### config.mk
export PLATFORM = sky130hd
export DESIGN_NAME = pmsu_ctrl
export DESIGN_NICKNAME = d
export VERILOG_FILES = /design/src/rtl/pmsu_pkg.sv /design/src/rtl/pmsu_ctrl.sv
export SDC_FILE = /design/constraint.sdc
export NUM_CORES = 1
export LEC_CHECK = 0
export ABC_AREA = 1
export BUFFER_PORTS_ARGS = -buffer_cell sky130_fd_sc_hd__buf_2
export CAP_MARGIN = 15
export CORE_AREA = 3 3 40 42
export CTS_CLUSTER_SIZE = 40
export DETAILED_ROUTE_END_ITERATION = 16
export DIE_AREA = 0 0 43 45
export SKIP_LAST_GASP = 1
export SYNTH_ARGS = -nofsm -noshare
export SYNTH_HDL_FRONTEND = slang
export SYNTH_SLANG_ARGS = --single-unit
### constraint.sdc
create_clock -name clk -period 3.7 [get_ports clk]
set_clock_uncertainty 0.2 [all_clocks]
set_input_delay 0.74 -clock clk [delete_from_list [all_inputs] [get_ports clk]]
set_output_delay 0.74 -clock clk [all_outputs]
set_load 0.01 [all_outputs]
### src/rtl/pmsu_pkg.sv
// Shared types, codes and defaults for the Potts Metropolis site update block.
package pmsu_pkg;

  localparam int DEF_LATTICE_SIDE = 64;
  localparam int DEF_Q_STATES     = 3;

  localparam int COORD_W  = 6;
  localparam int SPIN_W   = 2;
  localparam int RAND_W   = 16;
  localparam int THR_W    = 17;
  localparam int DELTA_W  = 4;
  localparam int COUNT_W  = 14;
  localparam int STATUS_W = 2;
  localparam int CFG_IDX_W = 2;

  // commands
  localparam logic CMD_PROPOSE = 1'b0;
  localparam logic CMD_WRITE   = 1'b1;

  // result status codes
  localparam logic [STATUS_W-1:0] ST_ACCEPT = 2'd0;
  localparam logic [STATUS_W-1:0] ST_REJECT = 2'd1;
  localparam logic [STATUS_W-1:0] ST_RANGE  = 2'd2;

  // configuration register indexes
  localparam logic [CFG_IDX_W-1:0] REG_THR_ONE   = 2'd0;
  localparam logic [CFG_IDX_W-1:0] REG_THR_TWO   = 2'd1;
  localparam logic [CFG_IDX_W-1:0] REG_THR_THREE = 2'd2;
  localparam logic [CFG_IDX_W-1:0] REG_THR_FOUR  = 2'd3;

  localparam logic [THR_W-1:0] THR_ONE_RST   = 17'd20193;
  localparam logic [THR_W-1:0] THR_TWO_RST   = 17'd6233;
  localparam logic [THR_W-1:0] THR_THREE_RST = 17'd1923;
  localparam logic [THR_W-1:0] THR_FOUR_RST  = 17'd593;

  // lattice read sequence: center first, then the four wrapped neighbors
  localparam int RD_SEL_W = 3;
  localparam logic [RD_SEL_W-1:0] RD_CENTER = 3'd0;
  localparam logic [RD_SEL_W-1:0] RD_XP     = 3'd1;
  localparam logic [RD_SEL_W-1:0] RD_XM     = 3'd2;
  localparam logic [RD_SEL_W-1:0] RD_YP     = 3'd3;
  localparam logic [RD_SEL_W-1:0] RD_YM     = 3'd4;
  localparam int NB_READS = 5;

  localparam logic [SPIN_W-1:0] SPIN_RST = 2'd1;

  typedef struct packed {
    logic               cmd;
    logic [COORD_W-1:0] site_x;
    logic [COORD_W-1:0] site_y;
    logic [SPIN_W-1:0]  candidate_spin;
    logic [RAND_W-1:0]  random_fraction;
  } in_item_t;

  typedef struct packed {
    logic [STATUS_W-1:0]       status;
    logic [SPIN_W-1:0]         old_spin;
    logic signed [DELTA_W-1:0] bond_change;
    logic [COUNT_W-1:0]        matching_bonds;
    logic [COUNT_W-1:0]        spin_total;
  } out_item_t;

  typedef struct packed {
    logic [CFG_IDX_W-1:0] index;
    logic [THR_W-1:0]     data;
  } cfg_write_t;

  typedef struct packed {
    logic                clear_wr;
    logic                capture;
    logic                rd_en;
    logic [RD_SEL_W-1:0] rd_sel;
    logic                eval;
  } ctl_cmd_t;

  typedef struct packed {
    logic clear_last;
  } dp_status_t;

endpackage

### src/rtl/pmsu_ctrl.sv
// Sequencer for lattice clear, site reads, evaluation and result beat.
module pmsu_ctrl (
  input  logic                  clk,
  input  logic                  rst,
  input  logic                  req_valid,
  output logic                  req_ready,
  output logic                  rsp_valid,
  input  logic                  rsp_ready,
  input  pmsu_pkg::dp_status_t  status,
  output pmsu_pkg::ctl_cmd_t    cmd
);
  import pmsu_pkg::*;

  localparam logic [1:0] S_CLEAR = 2'd0;
  localparam logic [1:0] S_IDLE  = 2'd1;
  localparam logic [1:0] S_READ  = 2'd2;
  localparam logic [1:0] S_EVAL  = 2'd3;

  logic [1:0]          state;
  logic [1:0]          state_next;
  logic [RD_SEL_W-1:0] step;
  logic                last_read;
  logic                eval_go;

  assign req_ready = (state == S_IDLE);
  assign last_read = (step == RD_YM);
  // result register must be free or draining
  assign eval_go   = (state == S_EVAL) && (!rsp_valid || rsp_ready);

  always_comb begin
    cmd          = '0;
    cmd.clear_wr = (state == S_CLEAR);
    cmd.capture  = (state == S_IDLE) && req_valid;
    cmd.rd_en    = (state == S_READ);
    cmd.rd_sel   = step;
    cmd.eval     = eval_go;
  end

  always_comb begin
    state_next = state;
    unique case (state)
      S_CLEAR: if (status.clear_last) state_next = S_IDLE;
      S_IDLE:  if (req_valid) state_next = S_READ;
      S_READ:  if (last_read) state_next = S_EVAL;
      S_EVAL:  if (eval_go) state_next = S_IDLE;
      default: state_next = S_IDLE;
    endcase
  end

  always_ff @(posedge clk) begin
    if (rst) begin
      state     <= S_CLEAR;
      step      <= RD_CENTER;
      rsp_valid <= 1'b0;
    end else begin
      state <= state_next;
      if (state == S_READ) begin
        step <= last_read ? RD_CENTER : step + RD_SEL_W'(1);
      end
      if (eval_go) begin
        rsp_valid <= 1'b1;
      end else if (rsp_ready) begin
        rsp_valid <= 1'b0;
      end
    end
  end

endmodule

# After elaboration in Yosys (flattened, before gate mapping)
# Index checks and enable logic that the tools add are counted.
# op_classes
addsub	1
eq_ne	8
muxes	8
reduce_logical	7
# op_table
op	n
$mux W2	4
$pmux W2 S4	1
$ne A2 B2 Y1 const B	3
$eq A2 B2 Y1 const B	2
$reduce_and A4 Y1	1
$add A3 B1 Y3 const B	1
$eq A3 B3 Y1 const B	1
$mux W3	1
$eq A2 B1 Y1 const B	1
$logic_and A1 B1 Y1	2
$logic_not A2 Y1	1
$mux W1	2
$ne A2 B1 Y1 const B	1
$reduce_bool A2 Y1	1
$logic_not A1 Y1	1
$logic_or A1 B1 Y1	1
# word_totals
regBits	6
input_bits	5
out_inout_bits	9

# Longest topological paths before layout
# Gate-level depths: netlist of run 1.
# depth
depth_word	5
ltp_mapped	9
depth_no_buf	9

# Worst setup path after synthesis of run 1
# OpenSTA, ideal clock, no wires.
# synth_timing
path_kind	in2out
start	in rsp_ready
end	out cmd[0] (netlist bit)
t_arrival_ns	1.021
required_time_ns	2.760
path_slack_ns	1.739
cell_stages	3
n_path_buf	1
cell_sequence	inv_1 a21oi_1 buf_4
# synth_between
elab_chain_cells	2
# synth_rtl
item	line_no	text
start, declared	pmsu_ctrl.sv:8	input logic rsp_ready,
$logic_or A1 B1 Y1	pmsu_ctrl.sv:28	assign eval_go = (state == S_EVAL) && (!rsp_valid || rsp_ready);
$logic_and A1 B1 Y1	pmsu_ctrl.sv:28	
end, declared	pmsu_ctrl.sv:10	output pmsu_pkg::ctl_cmd_t cmd
# Every way passes these cells.

==> results_dict.tcl, run 1 <==
set metrics [dict create \
    whs_path_depth 2 \
    num_rows 13 \
    synth_edf_count 0 \
    synth_top_area_share_pct 29.72 \
    grtUsageTotal_pct 8.007 \
    rsz0062_at_grt "no" \
    die_area_um2 1935 \
    netlist_instances 54 \
    p_sw_share_pct 42.37 \
    crit_family "flip-flops" \
    min_path_type "flip-flop to flip-flop" \
    startpoint_type "flip-flop" \
    io_pins 14 \
    peakVddDrop_mv 0.2095 \
    setup_viol 0 \
    ctsHoldBuffers 0 \
    min-delay-start "step[1]$_SDFFE_PP0P_" \
    grt_pass1_wl_um 1145 \
    syn_area_per_cell_um2 7.484 \
    postRouteAntennaNets 0 \
    drc 0 \
    clk_pin_slew_ns 0.05 \
    worst_ep_required_time_ns 2.76 \
    synth_ff_type "dfxtp_1" \
    core-area_um2 1285 \
    numCtsBuffers 3 \
    vias_per_cell 4.214 \
    dpl-instance-area_um2 480.5 \
    drt_pre_antenna_iters 4 \
    tns_ns 0 \
    first_global_vias 299 \
    fp.dieW_um 43 \
    gp_congestion 0.6596 \
    yosysWarnings 0 \
    synth_area_leader_cell "dfxtp_1" \
    clock-sinks 6 \
    io_buffer_count 13 \
    r2r_cells 8 \
    yosys-top-cells-count "12 x inv_1, 10 x nand2_1, 7 x ha_1" \
    h-tree-depth 1 \
    synth_area_um2 404.1 \
    ys_types 13 \
    cellPowerDensity_nw_per_um2 672.6 \
    critical_path_class "flip-flop to primary output" \
    arrival_ns 1.14 \
    comb_power_share_pct 52.1 \
    dp_hpwl_um 586.1 \
    status "finished clean" \
    leakagePower_nw 0.2836 \
    final_layout_size_suffix_gt1_share_pct 30.43 \
    min_period_ns 2.085 \
    fmax_mhz 479.7 \
    hold_violations 0 \
    p_int_w 0.0001950 \
    grt.overflow.total 0 \
    final_area_um2 503.0 \
    grt_max_degree 6 \
    synth.area.top_cells "dfxtp_1 30%, ha_1 22%, inv_1 11%" \
    syn2layout_area_growth_pct 24.46 \
    min_to "step[1]$_SDFFE_PP0P_" \
    drv_slew 0 \
    p_clk_share_pct 17.2 \
    synth_seq_area_share_pct 29.72 \
    cts-resized-gates 0 \
    tightest_slew_ns 0.1682 \
    num_vias 354 \
    cp-end-kind "primary output" \
    async_flop_share_pct 0 \
    cts_tree "done" \
    critPathMaxStageDelay_ns 0.39 \
    seq_power_share_pct 30.7 \
    cts_root_buf "clkbuf_4" \
    r2r_setup_slack_ns 2.23 \
    worstReg2RegEnd "state[0]$_SDFFE_PP0P_" \
    critPathBufInv 2 \
    fp.dieH_um 45 \
    finalCritPeriodShare_pct 56.35 \
    clk_latency_ns 0.24 \
    antenna_found_initial 0 \
    start_util_pct 31.45 \
    synth.net_count 66 \
    routedWlPerCell_um 7.857 \
    diodes 0 \
    slew_headroom_pct 88.77 \
    fin_nets 83 \
    cts_setup_buffers 0 \
    r2r_start "state[0]$_SDFFE_PP0P_" \
    drt_iter0_drc 2 \
    crit_slowest_cell "dfxtp_1" \
    routed_wl_um 660 \
    p_sw_w 0.0001433 \
    ys_ff_latch 6 \
    critPathMaxFanout 5 \
    path_cells "ha_1, inv_1, a21oi_1, buf_2" \
    synth_most_common_cell "inv_1" \
    clock_path_buffers 2 \
    drv_cap 0 \
]
[flip-flops by register name (all words and copies together), names as in the netlist]
| register | flops |
|---|---|
| rsp_valid | 1 |
| state | 2 |
| step | 3 |
[worst min-delay path, cell delays in order, from the launching register on]
cell,delay [ns]
dfxtp_1,0.31
inv_1,0.07
a21oi_1,0.06
[cells in the final DEF, fill, tap and decap left out, drive strengths merged]
master   n
o21ai    2
buf     13
o211ai   1
clkbuf   3
ha       7
inv     12
nand3    1
nor2     6
dfxtp    6
a21oi    5
nand2   13
[layer usage]
layer  share of wire (%)  wire [µm]  global-route usage [%]  vias up
met5                   0          0                       0        -
met4                   0          0                   3.614        0
met3                 5.0         33                   3.586        0
met2                  51        339                   12.28        6
met1                  43        287                   9.685      157
li1                    -          -                       -      191
[power by group through the flow]
stage	registers, W	clock network [W]	logic (W)
detailed placement	0.000106	0	0.000181
CTS	0.000104	0.0000612	0.000181
global route	0.000108	0.0000663	0.000203
floorplan	0.000108	0	0.000132
global placement	0.000105	0	0.000179
finish	0.000104	0.0000583	0.000176
[cell type report]
class                   instances  area, µm²
clock buffers                   3      22.52
fillers                       141      782.0
inverters                      12      45.04
multi-input cells              35      231.5
flip-flops and latches          6      120.1
well taps                      15      18.77
repair buffers                 13      65.06
[cells by family (layout without fill, tap and decap cells)]
family | count (synthesis) | after routing | synth area share, %
AO/OA/AOI/OAI | 8 | 8 | 10.53
adder cells (fa/ha/maj) | 7 | 7 | 21.67
buffers and inverters | 13 | 28 | 13.00
flip-flops | 6 | 6 | 29.72
AND/OR/NAND/NOR | 20 | 20 | 25.08
[through the flow]
step           hold WS [ns]  setup WS (ns)  power [W]  util (%)  cells
2_1_floorplan        0.2973          1.739  0.0002402         -     54
3_3_place_gp         0.2833          1.650  0.0002843     37.39     81
3_5_place_dp         0.2934          1.610  0.0002867     37.39     81
4_1_cts              0.3006          1.589  0.0003470     39.14     84
5_1_grt              0.3249          1.473  0.0003778     39.14     84
6_report             0.2942          1.615  0.0003383     39.14     84
[worst max path at each step]
stage / startpoint / to / slack [ns] / depth (start not counted)
2_1_floorplan: rsp_ready / cmd[0] / 1.74 / 3
6_report: state[0]$_SDFFE_PP0P_ / cmd[0] / 1.62 / 4
4_1_cts: state[0]$_SDFFE_PP0P_ / cmd[0] / 1.59 / 4
5_1_grt: state[0]$_SDFFE_PP0P_ / cmd[0] / 1.47 / 4
3_5_place_dp: rsp_ready / cmd[0] / 1.61 / 4
3_3_place_gp: rsp_ready / cmd[0] / 1.65 / 4
(Power assumes the default switching activity.)
==> inputs of run 2 (changes only) <==
==> constraint.sdc (replaced) <==
create_clock -name clk -period 2.1 [get_ports clk]
set_clock_uncertainty 0.2 [all_clocks]
set_input_delay 0.42 -clock clk [delete_from_list [all_inputs] [get_ports clk]]
set_output_delay 0.42 -clock clk [all_outputs]
set_load 0.01 [all_outputs]
==> run 2 against run 1 <==
First-iteration DRC count is 50% higher; non-clock buffer count is the same; routed wire length is 2.7% higher; worst setup slack worse by 1.3 ns; hold slack got worse by 0.15 ns; clock power rose by 80%; die area stayed put; sequential power rose by 78%; global-route usage increased by 0.83 points; highest routed layer unchanged; sequential share of layout area did not move; combinational power up 77%.
==> results_dict.tcl, run 2 (synthesized netlist as in run 1, its figures left out) <==
set metrics [dict create \
    register_area_um2 120.1 \
    gp_congestion 0.6674 \
    hold_violations 0 \
    fillCellCount 152 \
    cts-resized-gates 0 \
    cts_tree "done" \
    cts_setup_buffers 0 \
    setup_ws_ns 0.3352 \
    final_area_um2 503.0 \
    drv_slew 0 \
    clk_pin_slew_ns 0.04 \
    placed_cells 81 \
    start_util_pct 31.45 \
    fin_nets 83 \
    final_cell_mix "13 x buf_2, 12 x inv_1, 10 x nand2_1" \
    vias_per_cell 4.226 \
    die_area_um2 1935 \
    tightest_slew_ns 0.1785 \
    r2r_cells 8 \
    grt_util_met3_pct 6.375 \
    min_path_type "primary input to flip-flop" \
    h-tree-depth 1 \
    tns_ns 0 \
    dpl-instance-area_um2 480.5 \
    startpoint_type "flip-flop" \
    postRouteAntennaNets 0 \
    whs_ns 0.1401 \
    fp.dieH_um 45 \
    cellPowerDensity_nw_per_um2 1198 \
    slew_headroom_pct 88.08 \
    fmax_mhz 566.6 \
    grt.overflow.total 0 \
    use_met1_pct 10.39 \
    num_rows 13 \
    finalCritPeriodShare_pct 84.04 \
    cp-end-kind "primary output" \
    io_buffer_count 13 \
    routedWlPerCell_um 8.071 \
    critPathMaxFanout 5 \
    drv_cap 0 \
    antenna_found_initial 0 \
    num_vias 355 \
    dp_hpwl_um 590.5 \
    clock_path_buffers 2 \
    first_global_vias 323 \
    rsz0062_at_grt "no" \
    diodes 0 \
    instances_no_fill 84 \
    numCtsBuffers 3 \
    grt_use_met2_pct 13.17 \
    grtUsageTotal_pct 8.833 \
    whs_path_depth 2 \
    regMostFlops "step" \
    status "finished clean" \
    ctsHoldBuffers 0 \
    drt_iter0_drc 3 \
    largest_reg_flops 3 \
    peakVddDrop_mv 0.3550 \
    drc 0 \
    multi_input_area_um2 231.5 \
    grt_busiest_layer "met2" \
    syn2layout_area_growth_pct 24.46 \
    layout_commonest_cell "buf_2" \
    core-area_um2 1285 \
    fp.dieW_um 43 \
    drt_pre_antenna_iters 3 \
    largestRegisters "step (3), state (2), rsp_valid (1)" \
    setup_viol 0 \
    critical_path_class "flip-flop to primary output" \
    dpl_worst_slack_ns 0.5747 \
    min_period_ns 1.765 \
    routed_wl_um 678 \
    grt_pass1_wl_um 1248 \
    worst_ep_required_time_ns 1.48 \
    arrival_ns 1.14 \
    final_layout_size_suffix_gt1_share_pct 30.43 \
    io_pins 14 \
    clk_latency_ns 0.24 \
    cts_root_buf "clkbuf_4" \
    leakagePower_nw 0.2836 \
    grt_max_degree 6 \
    clock-sinks 6 \
]
run 2: cell counts in the layout (fill, tap and decap cells not counted):
No cell type changed its count.
run 2: final timing paths:
| kind | end | slack [ns] | from |
|---|---|---|---|
| max reg2reg | state[0]$_SDFFE_PP0P_ | 0.62 | state[0]$_SDFFE_PP0P_ |
| min | rsp_valid$_SDFFE_PP0P_ | 0.14 | rst |
| min reg2reg | step[1]$_SDFFE_PP0P_ | 0.29 | step[1]$_SDFFE_PP0P_ |
| max | cmd[0] | 0.34 | state[0]$_SDFFE_PP0P_ |
run 2: layout make-up:
type / instances / area share [%]
inverter: 12 / 8.955
sequential: 6 / 23.88
tap: 15 / 3.731
multi-input combinational: 35 / 46.02
clock buffer: 3 / 4.478
timing repair buffer: 13 / 12.94
run 2: critical path, cell delays in order, from the launching register on:
cell,delay (ns)
dfxtp_1,0.40
ha_1,0.21
inv_1,0.06
a21oi_1,0.10
buf_2,0.14
run 2: per-stage QoR:
stage	utilization [%]	total power, W
after detailed placement	37.39	0.0005088
after global placement	37.39	0.0005056
after global routing	39.14	0.0006790
final	39.14	0.0006026
after floorplan	-	0.0004233
after CTS	39.14	0.0006210
run 2: where the power goes:
group | total, W | internal (W) | switching (W) | leakage (nW)
Combinational | 0.000312 | 0.000130 | 0.000183 | 0.221
Sequential | 0.000185 | 0.000150 | 0.0000353 | 0.0492
Clock | 0.000105 | 0.0000646 | 0.0000404 | 0.0138
run 2: routing by layer:
layer | vias to the layer above | part of all wire [%]
met1 | 153 | 41
met5 | - | 0
met4 | 0 | 0
met2 | 9 | 51
met3 | 0 | 8.3
li1 | 193 | -
==> inputs of run 3 (changes only) <==
==> constraint.sdc (replaced) <==
create_clock -name clk -period 1.5 [get_ports clk]
set_clock_uncertainty 0.2 [all_clocks]
set_input_delay 0.3 -clock clk [delete_from_list [all_inputs] [get_ports clk]]
set_output_delay 0.3 -clock clk [all_outputs]
set_load 0.01 [all_outputs]
==> run 3 against run 2 <==
The run now ends with setup timing left; clock-buffer cell count unchanged; cell area grew 18%; hold slack worse by 0.10 ns; critical path depth unchanged; worst setup slack lost 0.38 ns; largest cell class unchanged; largest power group unchanged; highest routed layer unchanged.
==> results_dict.tcl, run 3 (synthesized netlist as in run 1, its figures left out) <==
set metrics [dict create \
    status "finished with violations" \
    violations "setup timing" \
    grt.overflow.total 0 \
    cellPowerDensity_nw_per_um2 1696 \
    min_path_type "primary input to flip-flop" \
    layout_commonest_cell "buf_2" \
    grt_max_degree 6 \
    gp_congestion 0.6494 \
    cp-end-kind "primary output" \
    critPathMaxFanout 4 \
    syn2layout_area_growth_pct 46.75 \
    wl_met3_um 46 \
    drv_slew 0 \
    r2r_cells 9 \
    drv_cap 0 \
    path_cells "ha_4, inv_4, a21oi_2, buf_2" \
    peakVddDrop_mv 0.6555 \
    clock-sinks 6 \
    critical_path_class "flip-flop to primary output" \
    clk_latency_ns 0.24 \
    fp.dieH_um 45 \
    clk_pin_slew_ns 0.04 \
    tns_ns -0.09731 \
    final_cell_mix "12 x buf_2, 9 x nand2_1, 8 x inv_1" \
    startpoint_type "flip-flop" \
    worst_ep_required_time_ns 1.00 \
    die_area_um2 1935 \
    cp.depth 4 \
    antenna_found_initial 0 \
    top_layer "met3" \
    routedWlPerCell_um 9.663 \
    setup_ws_ns -0.04284 \
    fin_nets 88 \
    route.met2.wl_um 478 \
    h-tree-depth 1 \
    wl_met1_um 335 \
    regMostFlops "step" \
    io_pins 14 \
    finalCritPeriodShare_pct 102.9 \
    first_global_vias 339 \
    numCtsBuffers 3 \
    num_vias 380 \
    grt_pass1_wl_um 1338 \
    drc 0 \
    io_buffer_count 13 \
    largestRegisters "step (3), state (2), rsp_valid (1)" \
    largest_reg_flops 3 \
    leakagePower_nw 0.3067 \
    dp_hpwl_um 601.7 \
    routed_wl_um 860 \
    hold_violations 0 \
    core-area_um2 1285 \
    num_rows 13 \
    cts_root_buf "clkbuf_4" \
    diodes 0 \
    postRouteAntennaNets 0 \
    startpoint "state[1]$_SDFFE_PP0P_" \
    crit_family "flip-flops" \
    worstReg2RegEnd "state[0]$_SDFFE_PP0P_" \
    clock_path_buffers 2 \
    arrival_ns 1.04 \
    ctsHoldBuffers 0 \
    rsz0062_at_grt "yes" \
    start_util_pct 31.45 \
    final_layout_size_suffix_gt1_share_pct 50.00 \
    slew_headroom_pct 88.21 \
    critPathBufInv 2 \
    r2r_setup_slack_ns 0.04 \
    vias_per_cell 4.270 \
    r2r_start "state[0]$_SDFFE_PP0P_" \
    fmax_mhz 648.2 \
    cts_tree "done" \
    tightest_slew_ns 0.1767 \
    critPathMaxStageDelay_ns 0.38 \
    crit_slowest_cell "dfxtp_4" \
    setup_viol 4 \
    drt_iter0_drc 4 \
    drt_pre_antenna_iters 4 \
    critical_path.endpoint "cmd[0]" \
    min_period_ns 1.543 \
    grtUsageTotal_pct 9.333 \
    fp.dieW_um 43 \
    power_w 0.001006 \
]
run 3: cell types whose count changed in the layout (fill, tap and decap cells not counted), moves of 2 or more:
cell	before	now
dfxtp_4	0	2
dfxtp_1	6	4
inv_4	0	2
buf_4	0	5
ha_4	0	2
inv_1	12	8
inv_2	0	2
ha_1	7	4
run 3: power breakdown:
group | switching, W | internal (W) | total, W
Combinational | 0.000294 | 0.000270 | 0.000564
Sequential | 0.0000718 | 0.000225 | 0.000297
Clock | 0.0000546 | 0.0000902 | 0.000145
run 3: worst reg2reg max path: cells and delay by family, from the launching register on:
| kind | cells | cell delay (ns) |
|---|---|---|
| simple gates | 6 | 0.38 |
| flops | 1 | 0.38 |
| fa+ha+maj | 1 | 0.19 |
| buf+inv | 2 | 0.21 |
run 3: how the worst min path moves through the flow:
stage | start | endpoint | slack (ns) | cells after the start
3_5_place_dp | rst | rsp_valid$_SDFFE_PP0P_ | 0.28 | 2
5_1_grt | rst | rsp_valid$_SDFFE_PP0P_ | 0.04 | 2
3_3_place_gp | rst | rsp_valid$_SDFFE_PP0P_ | 0.28 | 2
4_1_cts | rst | rsp_valid$_SDFFE_PP0P_ | 0.02 | 2
2_1_floorplan | rst | rsp_valid$_SDFFE_PP0P_ | 0.17 | 1
6_report | rst | rsp_valid$_SDFFE_PP0P_ | 0.04 | 2
run 3: per-stage QoR:
step	util, %	hold WS (ns)	cell area (µm²)	worst slack (ns)	std cells
after floorplan	-	0.1691	404.1	0.08453	54
after global placement	37.97	0.2760	488.0	0.06009	82
after detailed placement	37.97	0.2784	488.0	0.05814	82
after CTS	44.69	0.02309	574.3	-0.04047	88
after global routing	46.15	0.03773	593.1	-0.08455	89
final	46.15	0.03925	593.1	-0.04284	89
run 3: metal layers:
| layer | up-vias | track usage (%) |
|---|---|---|
| met4 | 0 | 1.807 |
| met5 | - | 0 |
| li1 | 201 | - |
| met1 | 170 | 9.903 |
| met3 | 0 | 4.781 |
| met2 | 9 | 16.77 |
run 3: repair_timing:
action	in CTS	in global routing
pin swaps	2	1
hold endpoints to repair	0	0
gates resized for setup	13	5
setup endpoints to repair	5	8
buffers inserted	3	1
run 3: cell type report:
| class | count | area [µm²] |
|---|---|---|
| tap | 15 | 18.77 |
| inverter | 12 | 50.05 |
| multi-input combinational | 35 | 265.3 |
| fill | 139 | 691.9 |
| clock buffer | 3 | 22.52 |
| sequential | 6 | 127.6 |
| timing repair buffer | 18 | 108.9 |
